--- config.mk ---
export PLATFORM = sky130hd
export DESIGN_NAME = keyboard_fifo_talk_controller
export DESIGN_NICKNAME = d
export VERILOG_FILES = /design/src/kftc_pkg.sv /design/src/kftc_engine.sv /design/src/keyboard_fifo_talk_controller.sv
export VERILOG_INCLUDE_DIRS = /design/src /design/src/src
export SDC_FILE = /design/constraint.sdc
export NUM_CORES = 1
export LEC_CHECK = 0
export BUFFER_PORTS_ARGS = -buffer_cell sky130_fd_sc_hd__clkbuf_2
export CAP_MARGIN = 30
export CORE_MARGIN = 2
export CORE_UTILIZATION = 62
export CTS_CLUSTER_SIZE = 30
export DETAILED_ROUTE_END_ITERATION = 10
export GPL_TIMING_DRIVEN = 0
export HOLD_SLACK_MARGIN = 0.15
export PLACE_DENSITY_LB_ADDON = 0.1
export RECOVER_POWER = 100
export SETUP_SLACK_MARGIN = 0.15
export SLEW_MARGIN = 20
export SYNTH_ARGS = -nofsm -noshare
export SYNTH_HDL_FRONTEND = slang
export SYNTH_SLANG_ARGS = --single-unit
--- constraint.sdc ---
create_clock -name i_clk -period 4.1 [get_ports i_clk]
set_clock_uncertainty 0.05 [all_clocks]
set_input_delay 0.41 -clock i_clk [delete_from_list [all_inputs] [get_ports i_clk]]
set_output_delay 0.41 -clock i_clk [all_outputs]
set_load 0.005 [all_outputs]
--- src/assert_macros.svh ---
// ----------------------------------------------------------------------------
// assert_macros.svh
// Short forms for the concurrent checks used in the RTL.
// ----------------------------------------------------------------------------
`ifndef ASSERT_MACROS_SVH
`define ASSERT_MACROS_SVH

// The expression must hold at every clock edge outside reset.
`define KFTC_ASSERT_ALWAYS(lbl, expr) \
    lbl: assert property (@(posedge i_clk) disable iff (!i_rst_n) (expr)) \
        else $error("kftc check failed");

// The consequent must hold in the same cycle as the antecedent.
`define KFTC_ASSERT_SAME(lbl, ante, cons) \
    lbl: assert property (@(posedge i_clk) disable iff (!i_rst_n) (ante) |-> (cons)) \
        else $error("kftc check failed");

// The consequent must hold in the cycle after the antecedent.
`define KFTC_ASSERT_NEXT(lbl, ante, cons) \
    lbl: assert property (@(posedge i_clk) disable iff (!i_rst_n) (ante) |=> (cons)) \
        else $error("kftc check failed");

`endif

--- src/kftc_pkg.sv ---
`timescale 1ns / 1ps
// ----------------------------------------------------------------------------
// kftc_pkg
// Types and constants shared by the keyboard FIFO talk controller.
// ----------------------------------------------------------------------------
package kftc_pkg;

    typedef enum logic [1:0] {
        OP_TICK = 2'd0,
        OP_HOST = 2'd1,
        OP_KEY  = 2'd2,
        OP_NONE = 2'd3
    } t_op;

    typedef enum logic [1:0] {
        KIND_PRESS   = 2'd0,
        KIND_RELEASE = 2'd1,
        KIND_TEXT    = 2'd2,
        KIND_UNUSED  = 2'd3
    } t_kind;

    localparam logic [7:0] CMD_ID  = 8'h08;
    localparam logic [7:0] ID_BYTE = 8'h02;

    typedef struct packed {
        logic       alt_held;
        logic       ctrl_held;
        logic       shift_held;
        logic [7:0] in_byte;
        t_kind      event_kind;
        logic       cpu_talk;
        t_op        operation;
    } t_item;

    typedef struct packed {
        logic       accepted;
        logic       talk_line;
        logic [7:0] sent_byte;
        logic       byte_valid;
    } t_result;

endpackage

--- src/kftc_engine.sv ---
`timescale 1ns / 1ps
// ----------------------------------------------------------------------------
// kftc_engine
// Key and command queues, talk flag and the per-item update logic.
// ----------------------------------------------------------------------------
module kftc_engine #(
    parameter int QUEUE_DEPTH = 8
) (
    input  logic             i_clk,
    input  logic             i_rst_n,
    input  logic             i_go,
    input  logic             i_layout_mode,
    input  kftc_pkg::t_item   i_item,
    output kftc_pkg::t_result o_result
);
    import kftc_pkg::*;

    localparam int CW  = (QUEUE_DEPTH > 1) ? $clog2(QUEUE_DEPTH) : 1;
    localparam int KCW = $clog2(QUEUE_DEPTH + 1);

    logic [7:0]     r_kq [QUEUE_DEPTH];
    logic [7:0]     r_cq [QUEUE_DEPTH];
    logic [KCW-1:0] r_kc;
    logic [CW-1:0]  r_cc;
    logic           r_talk;

    logic [7:0]     n_kq [QUEUE_DEPTH];
    logic [7:0]     n_cq [QUEUE_DEPTH];
    logic [KCW-1:0] n_kc;
    logic [CW-1:0]  n_cc;
    logic           n_talk;

    logic [7:0]     remapped;
    logic           key_push;
    logic [7:0]     key_byte;

    // Layout-mode remap of a pressed key by the modifier bit rules.
    function automatic logic [7:0] remap_key(input logic [7:0] k, input logic sh,
                                             input logic ct, input logic alt);
        logic       num;
        logic       zero;
        logic       sflag;
        logic       cflag;
        logic [7:0] r;
        num   = k[4] && !(sh && k[5]);
        zero  = !num && (k == 8'h30);
        sflag = !zero && (sh || k[5]);
        cflag = !ct && (k[6] || zero);
        r     = k;
        r[6]  = cflag;
        r[5]  = sflag;
        r[4]  = num || zero;
        if (zero) begin
            r[3:0] = 4'hF;
        end
        if (alt) begin
            r[7] = ~r[7];
        end
        return r;
    endfunction

    always_comb begin
        remapped = remap_key(i_item.in_byte, i_item.shift_held, i_item.ctrl_held,
                             i_item.alt_held);
        key_push = 1'b0;
        key_byte = i_item.in_byte;
        if (i_layout_mode) begin
            key_push = (i_item.event_kind == KIND_PRESS) && (i_item.in_byte != 8'd0);
            key_byte = remapped;
        end else begin
            key_push = (i_item.event_kind == KIND_TEXT);
        end
    end

    always_comb begin
        n_kq     = r_kq;
        n_cq     = r_cq;
        n_kc     = r_kc;
        n_cc     = r_cc;
        n_talk   = r_talk;
        o_result = '0;
        unique case (i_item.operation)
            OP_TICK: begin
                if (i_item.cpu_talk) begin
                    n_talk = 1'b0;
                end else begin
                    if (r_cc != '0) begin
                        if (r_cq[0] == CMD_ID) begin
                            for (int i = QUEUE_DEPTH - 1; i > 0; i--) begin
                                n_kq[i] = r_kq[i-1];
                            end
                            n_kq[0] = ID_BYTE;
                            if (r_kc < KCW'(QUEUE_DEPTH)) begin
                                n_kc = r_kc + 1'b1;
                            end
                        end
                        for (int i = 0; i < QUEUE_DEPTH - 1; i++) begin
                            n_cq[i] = r_cq[i+1];
                        end
                        n_cq[QUEUE_DEPTH-1] = 8'd0;
                        n_cc = r_cc - 1'b1;
                    end
                    if (n_kc != '0) begin
                        n_talk              = 1'b1;
                        o_result.byte_valid = 1'b1;
                        o_result.sent_byte  = n_kq[0];
                        for (int i = 0; i < QUEUE_DEPTH - 1; i++) begin
                            n_kq[i] = n_kq[i+1];
                        end
                        n_kq[QUEUE_DEPTH-1] = 8'd0;
                        n_kc = n_kc - 1'b1;
                    end else begin
                        n_talk = 1'b0;
                    end
                end
            end
            OP_HOST: begin
                if (!r_talk && i_item.cpu_talk && (r_cc < CW'(QUEUE_DEPTH - 1))) begin
                    n_cq[r_cc]        = i_item.in_byte;
                    n_cc              = r_cc + 1'b1;
                    o_result.accepted = 1'b1;
                end
            end
            OP_KEY: begin
                if (key_push && (r_kc < KCW'(QUEUE_DEPTH - 1))) begin
                    n_kq[r_kc[CW-1:0]] = key_byte;
                    n_kc               = r_kc + 1'b1;
                    o_result.accepted  = 1'b1;
                end
            end
            default: begin
            end
        endcase
        o_result.talk_line = n_talk;
    end

    always_ff @(posedge i_clk) begin
        if (!i_rst_n) begin
            for (int i = 0; i < QUEUE_DEPTH; i++) begin
                r_kq[i] <= 8'd0;
                r_cq[i] <= 8'd0;
            end
            r_kc   <= '0;
            r_cc   <= '0;
            r_talk <= 1'b0;
        end else if (i_go) begin
            r_kq   <= n_kq;
            r_cq   <= n_cq;
            r_kc   <= n_kc;
            r_cc   <= n_cc;
            r_talk <= n_talk;
        end
    end

endmodule

--- src/keyboard_fifo_talk_controller.sv ---
`timescale 1ns / 1ps
// ----------------------------------------------------------------------------
// keyboard_fifo_talk_controller
// Emulated keyboard with a key FIFO, a host command FIFO and a talk line.
// ----------------------------------------------------------------------------
// Channel   Direction  Words carried
// s_axis    in         one event, tick or host byte per word
// m_axis    out        one result per input word
// cfg       in         layout mode bit
//
// One word enters per cycle while s_axis_tready is high. Each word waits in the
// input register, and its result in the result register. The update of both
// queues and the talk flag is combinational between the two registers.
// Reset is synchronous and active low; it empties both queues and drops talk.
// A stalled result holds the input register, which in turn lowers s_axis_tready.
// ----------------------------------------------------------------------------
`include "assert_macros.svh"

module keyboard_fifo_talk_controller #(
    parameter int QUEUE_DEPTH = 8
) (
    input  logic        i_clk,
    input  logic        i_rst_n,
    input  logic        s_axis_tvalid,
    output logic        s_axis_tready,
    // [0] cpu_talk, [8:1] in_byte, [9] shift_held, [10] ctrl_held,
    // [11] alt_held, [15:12] zero
    input  logic [15:0] s_axis_tdata,
    // [1:0] operation, [3:2] event_kind
    input  logic [3:0]  s_axis_tuser,
    output logic        m_axis_tvalid,
    input  logic        m_axis_tready,
    // [0] byte_valid, [8:1] sent_byte, [9] talk_line, [10] accepted, [15:11] zero
    output logic [15:0] m_axis_tdata,
    input  logic        i_cfg_valid,
    output logic        o_cfg_ready,
    input  logic        i_cfg_data
);
    import kftc_pkg::*;

    t_item   r_item;
    logic    r_in_valid;
    t_result r_res;
    logic    r_out_valid;
    logic    r_layout_mode;
    t_result n_res;
    logic    advance;

    assign advance       = r_in_valid && (!r_out_valid || m_axis_tready);
    assign s_axis_tready = !r_in_valid || advance;
    assign o_cfg_ready   = 1'b1;

    always_ff @(posedge i_clk) begin
        if (!i_rst_n) begin
            r_layout_mode <= 1'b0;
        end else if (i_cfg_valid) begin
            r_layout_mode <= i_cfg_data;
        end
    end

    always_ff @(posedge i_clk) begin
        if (!i_rst_n) begin
            r_in_valid <= 1'b0;
        end else if (s_axis_tready) begin
            r_in_valid <= s_axis_tvalid;
        end
    end

    always_ff @(posedge i_clk) begin
        if (s_axis_tvalid && s_axis_tready) begin
            r_item.operation  <= t_op'(s_axis_tuser[1:0]);
            r_item.event_kind <= t_kind'(s_axis_tuser[3:2]);
            r_item.cpu_talk   <= s_axis_tdata[0];
            r_item.in_byte    <= s_axis_tdata[8:1];
            r_item.shift_held <= s_axis_tdata[9];
            r_item.ctrl_held  <= s_axis_tdata[10];
            r_item.alt_held   <= s_axis_tdata[11];
        end
    end

    kftc_engine #(
        .QUEUE_DEPTH (QUEUE_DEPTH)
    ) u_engine (
        .i_clk         (i_clk),
        .i_rst_n       (i_rst_n),
        .i_go          (advance),
        .i_layout_mode (r_layout_mode),
        .i_item        (r_item),
        .o_result      (n_res)
    );

    always_ff @(posedge i_clk) begin
        if (!i_rst_n) begin
            r_out_valid <= 1'b0;
        end else if (advance) begin
            r_out_valid <= 1'b1;
        end else if (m_axis_tready) begin
            r_out_valid <= 1'b0;
        end
    end

    always_ff @(posedge i_clk) begin
        if (advance) begin
            r_res <= n_res;
        end
    end

    assign m_axis_tvalid = r_out_valid;
    assign m_axis_tdata  = {5'd0, r_res.accepted, r_res.talk_line, r_res.sent_byte,
                            r_res.byte_valid};

    // A byte is only ever sent with the talk line raised.
    `KFTC_ASSERT_SAME(a_sent_talks, m_axis_tvalid && r_res.byte_valid, r_res.talk_line)
    // No byte goes out on a result that is not a send.
    `KFTC_ASSERT_SAME(a_idle_byte_zero, m_axis_tvalid && !r_res.byte_valid,
                      r_res.sent_byte == 8'd0)
    // A tick never stores a byte, so a send and a store never coincide.
    `KFTC_ASSERT_ALWAYS(a_send_or_store, !(r_res.byte_valid && r_res.accepted) || !r_out_valid)
    // A held input word is not lost while the result side is stalled.
    `KFTC_ASSERT_NEXT(a_hold_input, r_in_valid && !advance, r_in_valid)

endmodule

# Word level (Yosys, flattened, before mapping)
# Cells that the tools add are included.
[classes]
n_addsub = 4
magnitude_cmp = 7
eq_ne = 9
muxes = 42
bitwise_logic = 5
reduce_logical = 37
[ops]
columns = ["op", "n"]
rows = [
  ["two-way mux 64 bit", 8],
  ["one-hot mux 64 bit (2 select lines)", 2],
  ["bitwise mux 64 bit", 2],
  ["demux 8 bit (select 3 bit)", 2],
  ["two-way mux 4 bit", 9],
  ["two-way mux 8 bit", 3],
  ["logical AND 1 bit", 13],
  ["two-way mux 1 bit", 10],
  ["two-way mux 3 bit", 3],
  ["equality test 8 x 4 -> 1 bit (second input constant)", 1],
  ["equality test 8 x 6 -> 1 bit (second input constant)", 1],
  ["greater-or-equal comparator 4 bit (second input constant)", 2],
  ["less-than comparator 4 x 1 -> 1 bit (second input constant)", 2],
  ["NOT 3 -> 4 bit", 2],
  ["one-hot mux 4 bit (2 select lines)", 1],
  ["nonzero test 8 bit", 1],
  ["zero test 1 bit", 7],
  ["inequality test 2 x 1 -> 1 bit (second input constant)", 3],
  ["one-hot mux 3 bit (2 select lines)", 1],
  ["nonzero test 2 bit", 3],
  ["logical OR 1 bit", 5],
  ["AND reduction 5 bit", 1],
  ["adder 4 x 1 -> 4 bit (second input constant)", 1],
  ["equality test 2 bit (second input constant)", 2],
  ["16 further kinds", 19],
]
[word_totals]
ff_bits = 166
in_bits = 26
wordCells = 137

# Longest topological paths before layout
# Gate-level depths: netlist (run 1).
[depth]
word_depth = 11
ltp_mapped = 16
ltp_nobuf = 11

# Cells and area by module
# From an unflattened synthesis (run 1), not the netlist that was laid out.
[unflattened]
cells_unflattened = 1065
area_unflattened_um2 = 8713.4
[by_module_without_submodules]
columns = ["module", "n_inst", "cells_each", "area_per_inst_um2", "seq_area_each_um2"]
rows = [
  ["kftc_engine", 1, 1018, 7709.9, 2722.6],
  ["keyboard_fifo_talk_controller", 1, 47, 1003.5, 870.8],
]

# Worst setup path after synthesis (run 1)
# Ideal clock, no wire load.
[synth_timing]
kind = "register to register"
start = "reg u_engine.r_cc[0]"
end = "reg u_engine.r_kq[57] (netlist name)"
setup_ps = 131
t_arrival_ps = 2935
required_ps = 3919
setup_slack_ps = 984
stages_incl_launch_ff = 15
path_buffers = 3
cell_sequence = "dfxtp_1 > buf_2 > or3_4 > buf_6 > nand3_1 > nor2_1 > mux2i_1 > ha_1 > clkbuf_1 > nand2_1 > or3_1 > a21oi_4 > nor3_2 > a2111oi_0 > nor3_1"
[synth_between]
elab_chain_cells = 8
elab_cells_between_ends = 9
[synth_rtl]
columns = ["item", "line", "source"]
rows = [
  ["from (decl)", "kftc_engine.sv:24", "logic [CW-1:0] r_cc;"],
  ["from (signal assigned)", "kftc_engine.sv:150", "r_cc <= n_cc;"],
  ["nonzero test 3 bit (*)", "kftc_engine.sv:87", "if (r_cc != '0) begin"],
  ["two-way mux 4 bit", "kftc_engine.sv:87", ""],
  ["two-way mux 4 bit", "kftc_engine.sv:84", "if (i_item.cpu_talk) begin"],
  ["two-way mux 4 bit", "kftc_engine.sv:82", "unique case (i_item.operation)"],
  ["nonzero test 4 bit", "kftc_engine.sv:103", "if (n_kc != '0) begin"],
  ["two-way mux 64 bit (*)", "kftc_engine.sv:103", ""],
  ["two-way mux 64 bit (*)", "kftc_engine.sv:84", ""],
  ["one-hot mux 64 bit (2 select lines) (*)", "kftc_engine.sv:82", ""],
  ["to (signal assigned)", "kftc_engine.sv:147", "r_kq <= n_kq;"],
  ["to (decl)", "kftc_engine.sv:21", "logic [7:0] r_kq [QUEUE_DEPTH];"],
]
# Mark *: on every way between the ends. The rest lies on a longest branch, timed or not. The select of a mux whose other input is x is not followed.
# A chain may end at the register's enable or synchronous reset.

# Worst setup path after layout (run 1)
[layout_timing]
start = "reg u_engine.r_cc[0]"
end = "reg u_engine.r_kq[26] (netlist name)"
# The elaborated chain is that of the path after synthesis.

==> results of run 1 <==
tightest hold or removal path, cell delays in order:
cell and delay [ns]:
clkbuf_2 0.08, a21oi_1 0.04, nor2_1 0.09
worst min-delay path by stage:
stage,endpoint,slack (ns),startpoint,cells after the start
floorplan,u_engine.r_cq[0]$_SDFFE_PN0P_,0.37,u_engine.r_cq[0]$_SDFFE_PN0P_,2
global placement,u_engine.r_cq[0]$_SDFFE_PN0P_,0.38,u_engine.r_cq[0]$_SDFFE_PN0P_,2
detailed placement,u_engine.r_cq[6]$_SDFFE_PN0P_,0.38,u_engine.r_cq[6]$_SDFFE_PN0P_,2
CTS,r_in_valid$_SDFFE_PN0N_,0.18,s_axis_tvalid,3
global route,r_layout_mode$_SDFFE_PN0P_,0.21,i_cfg_data,3
finish,r_in_valid$_SDFFE_PN0N_,0.17,s_axis_tvalid,3
cell usage after synthesis (15+ instances only):
library cell,count,area (um2)
mux2i_1,36,360.4
inv_1,71,266.5
nor2_1,95,356.6
dfxtp_1,139,2783
buf_4,15,112.6
nand3_1,23,115.1
a21oi_1,50,250.2
a22o_1,15,131.4
o21ai_0,91,455.4
buf_2,25,125.1
clkbuf_1,35,131.4
o21ai_1,16,80.08
a22oi_1,22,165.2
nand2_1,97,364.1
a211oi_1,49,367.9
edfxtp_1,27,810.8
a31oi_1,15,93.84
flip-flops by register name, indices dropped and copies added (netlist names):
signal,count
u_engine.r_talk,1
u_engine.r_kq,64
u_engine.r_kc,4
u_engine.r_cq,64
m_axis_tdata,11
r_item,16
r_layout_mode,1
r_in_valid,1
m_axis_tvalid,1
u_engine.r_cc,3
through the flow:
stage / cells / setup slack, ns / hold slack, ns / utilization, %
2_1_floorplan: 1058 / 0.9835 / 0.3685 / -
3_3_place_gp: 1272 / 0.1043 / 0.3797 / 66.75
3_5_place_dp: 1272 / 0.07977 / 0.3821 / 66.75
4_1_cts: 1320 / 0.1919 / 0.1792 / 72.59
5_1_grt: 1326 / 0.1378 / 0.2102 / 72.35
6_report: 1326 / 0.3177 / 0.1737 / 72.35
metal layers:
layer / wire [um] / share of wire (%)
met2: 11540 / 43
met5: 0 / 0
met1: 11620 / 43
met3: 2650 / 9.8
met4: 1249 / 4.6
cell usage in the layout (no fill, tap or decap), types with 15 or more instances in the layout:
cell type	count
nand2_1	97
dlygate4sd3_1	16
nand3_1	23
a31oi_1	15
clkbuf_1	66
a22o_1	15
o21ai_1	16
inv_1	72
buf_2	16
edfxtp_1	27
nor2_1	96
a21oi_1	50
dfxtp_1	139
clkbuf_16	19
mux2i_1	36
a22oi_1	22
o21ai_0	91
a211oi_1	49
clkbuf_2	21
layout make-up:
class / instances / area share [%]
buffer: 85 / 4.179
timing repair buffer: 56 / 3.461
tap: 180 / 2.225
clock inverter: 11 / 1.558
multi-input combinational: 733 / 45.46
inverter: 74 / 2.744
sequential: 166 / 35.50
clock buffer: 21 / 4.871
power groups by stage:
stage,Sequential [mW],Combinational (mW),Clock [mW]
floorplan,1.76,0.276,0
global placement,1.77,0.388,0
detailed placement,1.77,0.392,0
CTS,1.74,0.409,1.77
global route,1.74,0.455,1.84
finish,1.74,0.420,1.78
logic make-up after synthesis:
group	Yosys count	synth area share (%)
buffers and inverters	159	8.171
AND/OR/NAND/NOR	307	16.99
AO/OA/AOI/OAI	371	28.82
multiplexers	36	4.036
other	2	0.08412
flip-flops	166	40.25
XOR/XNOR	6	0.5888
adder cells (fa/ha/maj)	7	1.065
timing repair:
| item | CTS | global route |
|---|---|---|
| endpoints found under the hold margin | 16 | 0 |
| setup endpoints to repair | 9 | 37 |
| setup buffers | 0 | 5 |
| resized for setup | 1 | 4 |
| pin swaps | 0 | 2 |
| hold buffers | 16 | 0 |
| gates cloned | 0 | 0 |
==> flow_metrics.env, run 1 <==
export IMPL_status="finished, final reports clean"
export IMPL_wl_per_cell_um=20.41
export IMPL_dpl_cell_area_um2=9338
export IMPL_drtPass1Iterations=7
export IMPL_grt_use_met2_pct=54.19
export IMPL_start_util_pct=63.82
export IMPL_grt_start_max_net_pins=17
export IMPL_die_w_um=124.0
export IMPL_r2r_start="u_engine.r_cc[0]$_SDFFE_PN0P_"
export IMPL_overflow=0
export IMPL_row_count=43
export IMPL_drt_vias_per_instance=6.508
export IMPL_p_clk_share_pct=45.2
export IMPL_cts_tree="done"
export IMPL_coreArea_um2=13990
export IMPL_timing_rr_end="u_engine.r_kq[26]$_SDFFE_PN0P_"
export IMPL_p_int_mw=2.901
export IMPL_hpwl_mm=19.22
export IMPL_met1_usage_pct=50.42
export IMPL_final_setup_viol_count=0
export IMPL_tightest_slew_ns=1.235
export IMPL_r2r_cells=13
export IMPL_cpMaxStageDelayCell="clkbuf_1"
export IMPL_stdcell_area_um2=10120
export IMPL_synth_distinct_cells=84
export IMPL_syn_cell_area_um2=8927
export IMPL_powerDensity_nw_per_um2=389.2
export IMPL_grt_busiest_layer="met2"
export IMPL_vias=8630
export IMPL_antenna_found_initial=0
export IMPL_p_leak_nw=3.754
export IMPL_max_cap_violations=0
export IMPL_synth_top_flop_cell="dfxtp_1"
export IMPL_arrival_ns=4.05
export IMPL_cp_end_kind="register"
export IMPL_die_y_um=124.0
export IMPL_crit_chain="buf_2, or3_1, buf_6, nand3_1, nor2_1, mux2i_1, ha_1, nor3b_4, a31oi_1, clkbuf_1, clkbuf_1, nand2_1, a311oi_1"
export IMPL_avgSynthCellArea_um2=8.470
export IMPL_drive_gt1_share_pct=9.773
export IMPL_grt_usage_pct=36.79
export IMPL_n_fill_cell=1111
export IMPL_clkTransAtPathRegs_ns=0.06
export IMPL_finalCriticalPeriod_ns=3.782
export IMPL_clockBufferDepth=2
export IMPL_initialDrtViolationCount=1211
export IMPL_numCtsBuffers=17
export IMPL_cpLargestDelayFamily="buffers and inverters"
export IMPL_crit_buf_inv=4
export IMPL_die_area_um2=15370
export IMPL_clk_latency_ns=0.44
export IMPL_ios=45
export IMPL_tns_ns=0
export IMPL_gp_congestion=0.9982
export IMPL_comb_power_share_pct=10.7
export IMPL_yosys_warnings=0
export IMPL_irDropWorstVdd_uv=359.2
export IMPL_power_mw=3.939
export IMPL_fin_crit_sh_pct=92.25
export IMPL_yosysSeqAreaShare_pct=40.25
export IMPL_totalWireLength_mm=27.06
export IMPL_root_buffer="clkbuf_16"
export IMPL_crit_type="reg2reg"
export IMPL_use_met3_pct=9.203
export IMPL_register_area_um2=3593
export IMPL_syn_inst=1054
export IMPL_cpMostUsedCell="clkbuf_1"
export IMPL_multi_input_area_um2=4601
export IMPL_switching_share_pct=26.36
export IMPL_drc_errors=0
export IMPL_crit_required_ns=4.37
export IMPL_htreeDepth=4
export IMPL_cp_num_cells=13
export IMPL_diodes=0
export IMPL_worstHoldPathType="in2reg"
export IMPL_hold_viol=0
export IMPL_ant_nets=0
export IMPL_cp_max_fo=10
export IMPL_r2r_slack_ns=0.32
export IMPL_area_delta_synth_final_pct=13.37
export IMPL_clock_sinks=166
export IMPL_cp_startpoint="u_engine.r_cc[0]$_SDFFE_PN0P_"
export IMPL_grt_pass1_wl_mm=43.10
export IMPL_p_sw_mw=1.038
export IMPL_ys_seq_elements=166
export IMPL_cp_start_kind="register"
export IMPL_layout_nets=1166
export IMPL_io_buffers=34
export IMPL_ys_async_sr_fraction_pct=0
export IMPL_p_seq_share_pct=44.2
export IMPL_timing_fmax_ghz=0.2644
export IMPL_grt_pass1_vias=8151
export IMPL_slew_headroom_pct=17.61
export IMPL_finalMaxSlewViolations=0
export IMPL_max_stage_delay_ns=0.58
export IMPL_synth_edf_count=27
export IMPL_endpoint="u_engine.r_kq[26]$_SDFFE_PN0P_"
export IMPL_rsz0062_at_grt="no"
(Power assumes the default switching activity.)
==> inputs of run 2 (changes only) <==
--- a/config.mk
+++ b/config.mk
@@ -9,7 +9,7 @@
 export BUFFER_PORTS_ARGS = -buffer_cell sky130_fd_sc_hd__clkbuf_2
 export CAP_MARGIN = 30
 export CORE_MARGIN = 2
-export CORE_UTILIZATION = 62
+export CORE_UTILIZATION = 50
 export CTS_CLUSTER_SIZE = 30
 export DETAILED_ROUTE_END_ITERATION = 10
 export GPL_TIMING_DRIVEN = 0
==> constraint.sdc (replaced) <==
create_clock -name i_clk -period 3.88 [get_ports i_clk]
set_clock_uncertainty 0.05 [all_clocks]
set_input_delay 0.388 -clock i_clk [delete_from_list [all_inputs] [get_ports i_clk]]
set_output_delay 0.388 -clock i_clk [all_outputs]
set_load 0.005 [all_outputs]
==> run 2 against run 1 <==
- global-route usage shrank 6.1 points
- sequential power grew 6%
- power grew 4.4%
- largest cell class unchanged
==> flow_metrics.env, run 2 (synthesized netlist as in run 1, its figures left out) <==
export IMPL_grt_pass1_vias=7971
export IMPL_largest_registers="u_engine.r_cq: 64 flops, u_engine.r_kq: 64 flops, r_item: 16 flops"
export IMPL_hold_viol=0
export IMPL_stdcell_area_um2=10210
export IMPL_crit_required_ns=4.15
export IMPL_powerDensity_nw_per_um2=402.7
export IMPL_hold_ws_ns=0.2492
export IMPL_utilization_pct=58.82
export IMPL_irDropWorstVdd_uv=322.0
export IMPL_ios=45
export IMPL_grt_start_max_net_pins=17
export IMPL_r2r_cells=15
export IMPL_hold_depth=3
export IMPL_cp_start_kind="register"
export IMPL_die_area_um2=18940
export IMPL_totalWireLength_mm=28.03
export IMPL_fin_crit_sh_pct=93.90
export IMPL_cp_startpoint="u_engine.r_cc[0]$_SDFFE_PN0P_"
export IMPL_overflow=0
export IMPL_cp_max_fo=10
export IMPL_clk_latency_ns=0.44
export IMPL_clkTransAtPathRegs_ns=0.07
export IMPL_finalMaxSlewViolations=0
export IMPL_numCtsBuffers=17
export IMPL_diodes=0
export IMPL_max_cap_violations=0
export IMPL_antenna_found_initial=0
export IMPL_drive_gt1_share_pct=10.59
export IMPL_arrival_ns=3.92
export IMPL_wl_per_cell_um=20.35
export IMPL_layout_common_cells="dfxtp_1, nand2_1, nor2_1"
export IMPL_final_common_cell="dfxtp_1"
export IMPL_die_y_um=137.6
export IMPL_htreeDepth=4
export IMPL_place_ws_ns=-0.09453
export IMPL_cp_end_kind="register"
export IMPL_drtPass1Iterations=5
export IMPL_dp_cells=1318
export IMPL_tightest_slew_ns=1.253
export IMPL_initialDrtViolationCount=1050
export IMPL_coreArea_um2=17360
export IMPL_tns_ns=0
export IMPL_start_util_pct=51.43
export IMPL_layout_nets=1172
export IMPL_grt_usage_pct=30.65
export IMPL_area_delta_synth_final_pct=14.37
export IMPL_hpwl_mm=20.03
export IMPL_setup_slack_ns=0.2368
export IMPL_grt_pass1_wl_mm=44.06
export IMPL_io_buffers=34
export IMPL_ant_nets=0
export IMPL_dpl_cell_area_um2=9399
export IMPL_worstHoldPathType="in2reg"
export IMPL_hold_start="m_axis_tready"
export IMPL_rsz0062_at_grt="yes"
export IMPL_finalCriticalPeriod_ns=3.643
export IMPL_status="finished, final reports clean"
export IMPL_finalNonFillerCells=1377
export IMPL_r2r_start="u_engine.r_cc[0]$_SDFFE_PN0P_"
export IMPL_drt_vias_per_instance=6.208
export IMPL_timing_fmax_ghz=0.2745
export IMPL_final_setup_viol_count=0
export IMPL_cts_tree="done"
export IMPL_die_w_um=137.6
export IMPL_clockBufferDepth=2
export IMPL_gp_congestion=0.9446
export IMPL_row_count=48
export IMPL_vias=8548
export IMPL_slew_headroom_pct=16.41
export IMPL_clock_sinks=166
export IMPL_root_buffer="clkbuf_16"
export IMPL_drc_errors=0
export IMPL_crit_type="reg2reg"
export IMPL_power_mw=4.112
export IMPL_p_leak_nw=3.778
[run 2: cell count changes in the layout (fill, tap and decap cells not counted), moves of 3 or more]
cell	previous run	this run
clkbuf_1	66	58
clkbuf_2	21	26
dlygate4sd3_1	16	19
clkbuf_4	0	3
[run 2: path summary, 6_finish.rpt]
path | slack, ns | endpoint
min | 0.25 | m_axis_tvalid$_SDFFE_PN0P_
max reg2reg | 0.24 | u_engine.r_kq[49]$_SDFFE_PN0P_
min reg2reg | 0.41 | u_engine.r_cq[47]$_SDFFE_PN0P_
max | 0.24 | u_engine.r_kq[49]$_SDFFE_PN0P_
[run 2: critical path, stage by stage, from the launching register on]
cell      delay, ns
dfxtp_1        0.33
buf_2          0.17
or3_1          0.36
buf_6          0.15
nand3_1        0.13
nor2_2         0.07
mux2i_1        0.15
ha_1           0.25
nor3b_1        0.15
buf_4          0.18
a31oi_1        0.20
clkbuf_2       0.38
a21oi_4        0.07
o21ai_2        0.47
o22ai_1        0.16
o221a_1        0.24
[run 2: cell type report]
| cell class | instances | area (um2) |
|---|---|---|
| buffer | 85 | 430.4 |
| tap | 225 | 281.5 |
| clock inverter | 11 | 165.2 |
| multi-input combinational | 733 | 4589 |
| timing repair buffer | 62 | 411.6 |
| clock buffer | 21 | 460.4 |
| sequential | 166 | 3593 |
| inverter | 74 | 277.8 |
| fill | 1644 | 7147 |
[run 2: power by group]
group	switching, mW	internal, mW	total, mW
Clock	0.756	1.06	1.82
Combinational	0.303	0.154	0.457
Sequential	0.0391	1.80	1.84
[run 2: routing by layer]
layer | share of wire, % | wire (um) | vias to the layer above | GRT usage, %
met3 | 8.4 | 2367 | 74 | 6.512
met1 | 44 | 12250 | 4013 | 41.53
met4 | 2.9 | 811 | 0 | 12.08
met2 | 45 | 12600 | 438 | 47.68
met5 | 0 | 0 | - | 0
li1 | - | - | 4023 | -
[run 2: what timing repair did]
| action | in CTS | in global routing |
|---|---|---|
| setup endpoints to repair | 38 | 54 |
| resized for setup | 1 | 9 |
| buffers inserted | 2 | 6 |
| pin swaps | 2 | 0 |
| hold buffers | 19 | 0 |
| hold endpoints to repair | 18 | 0 |
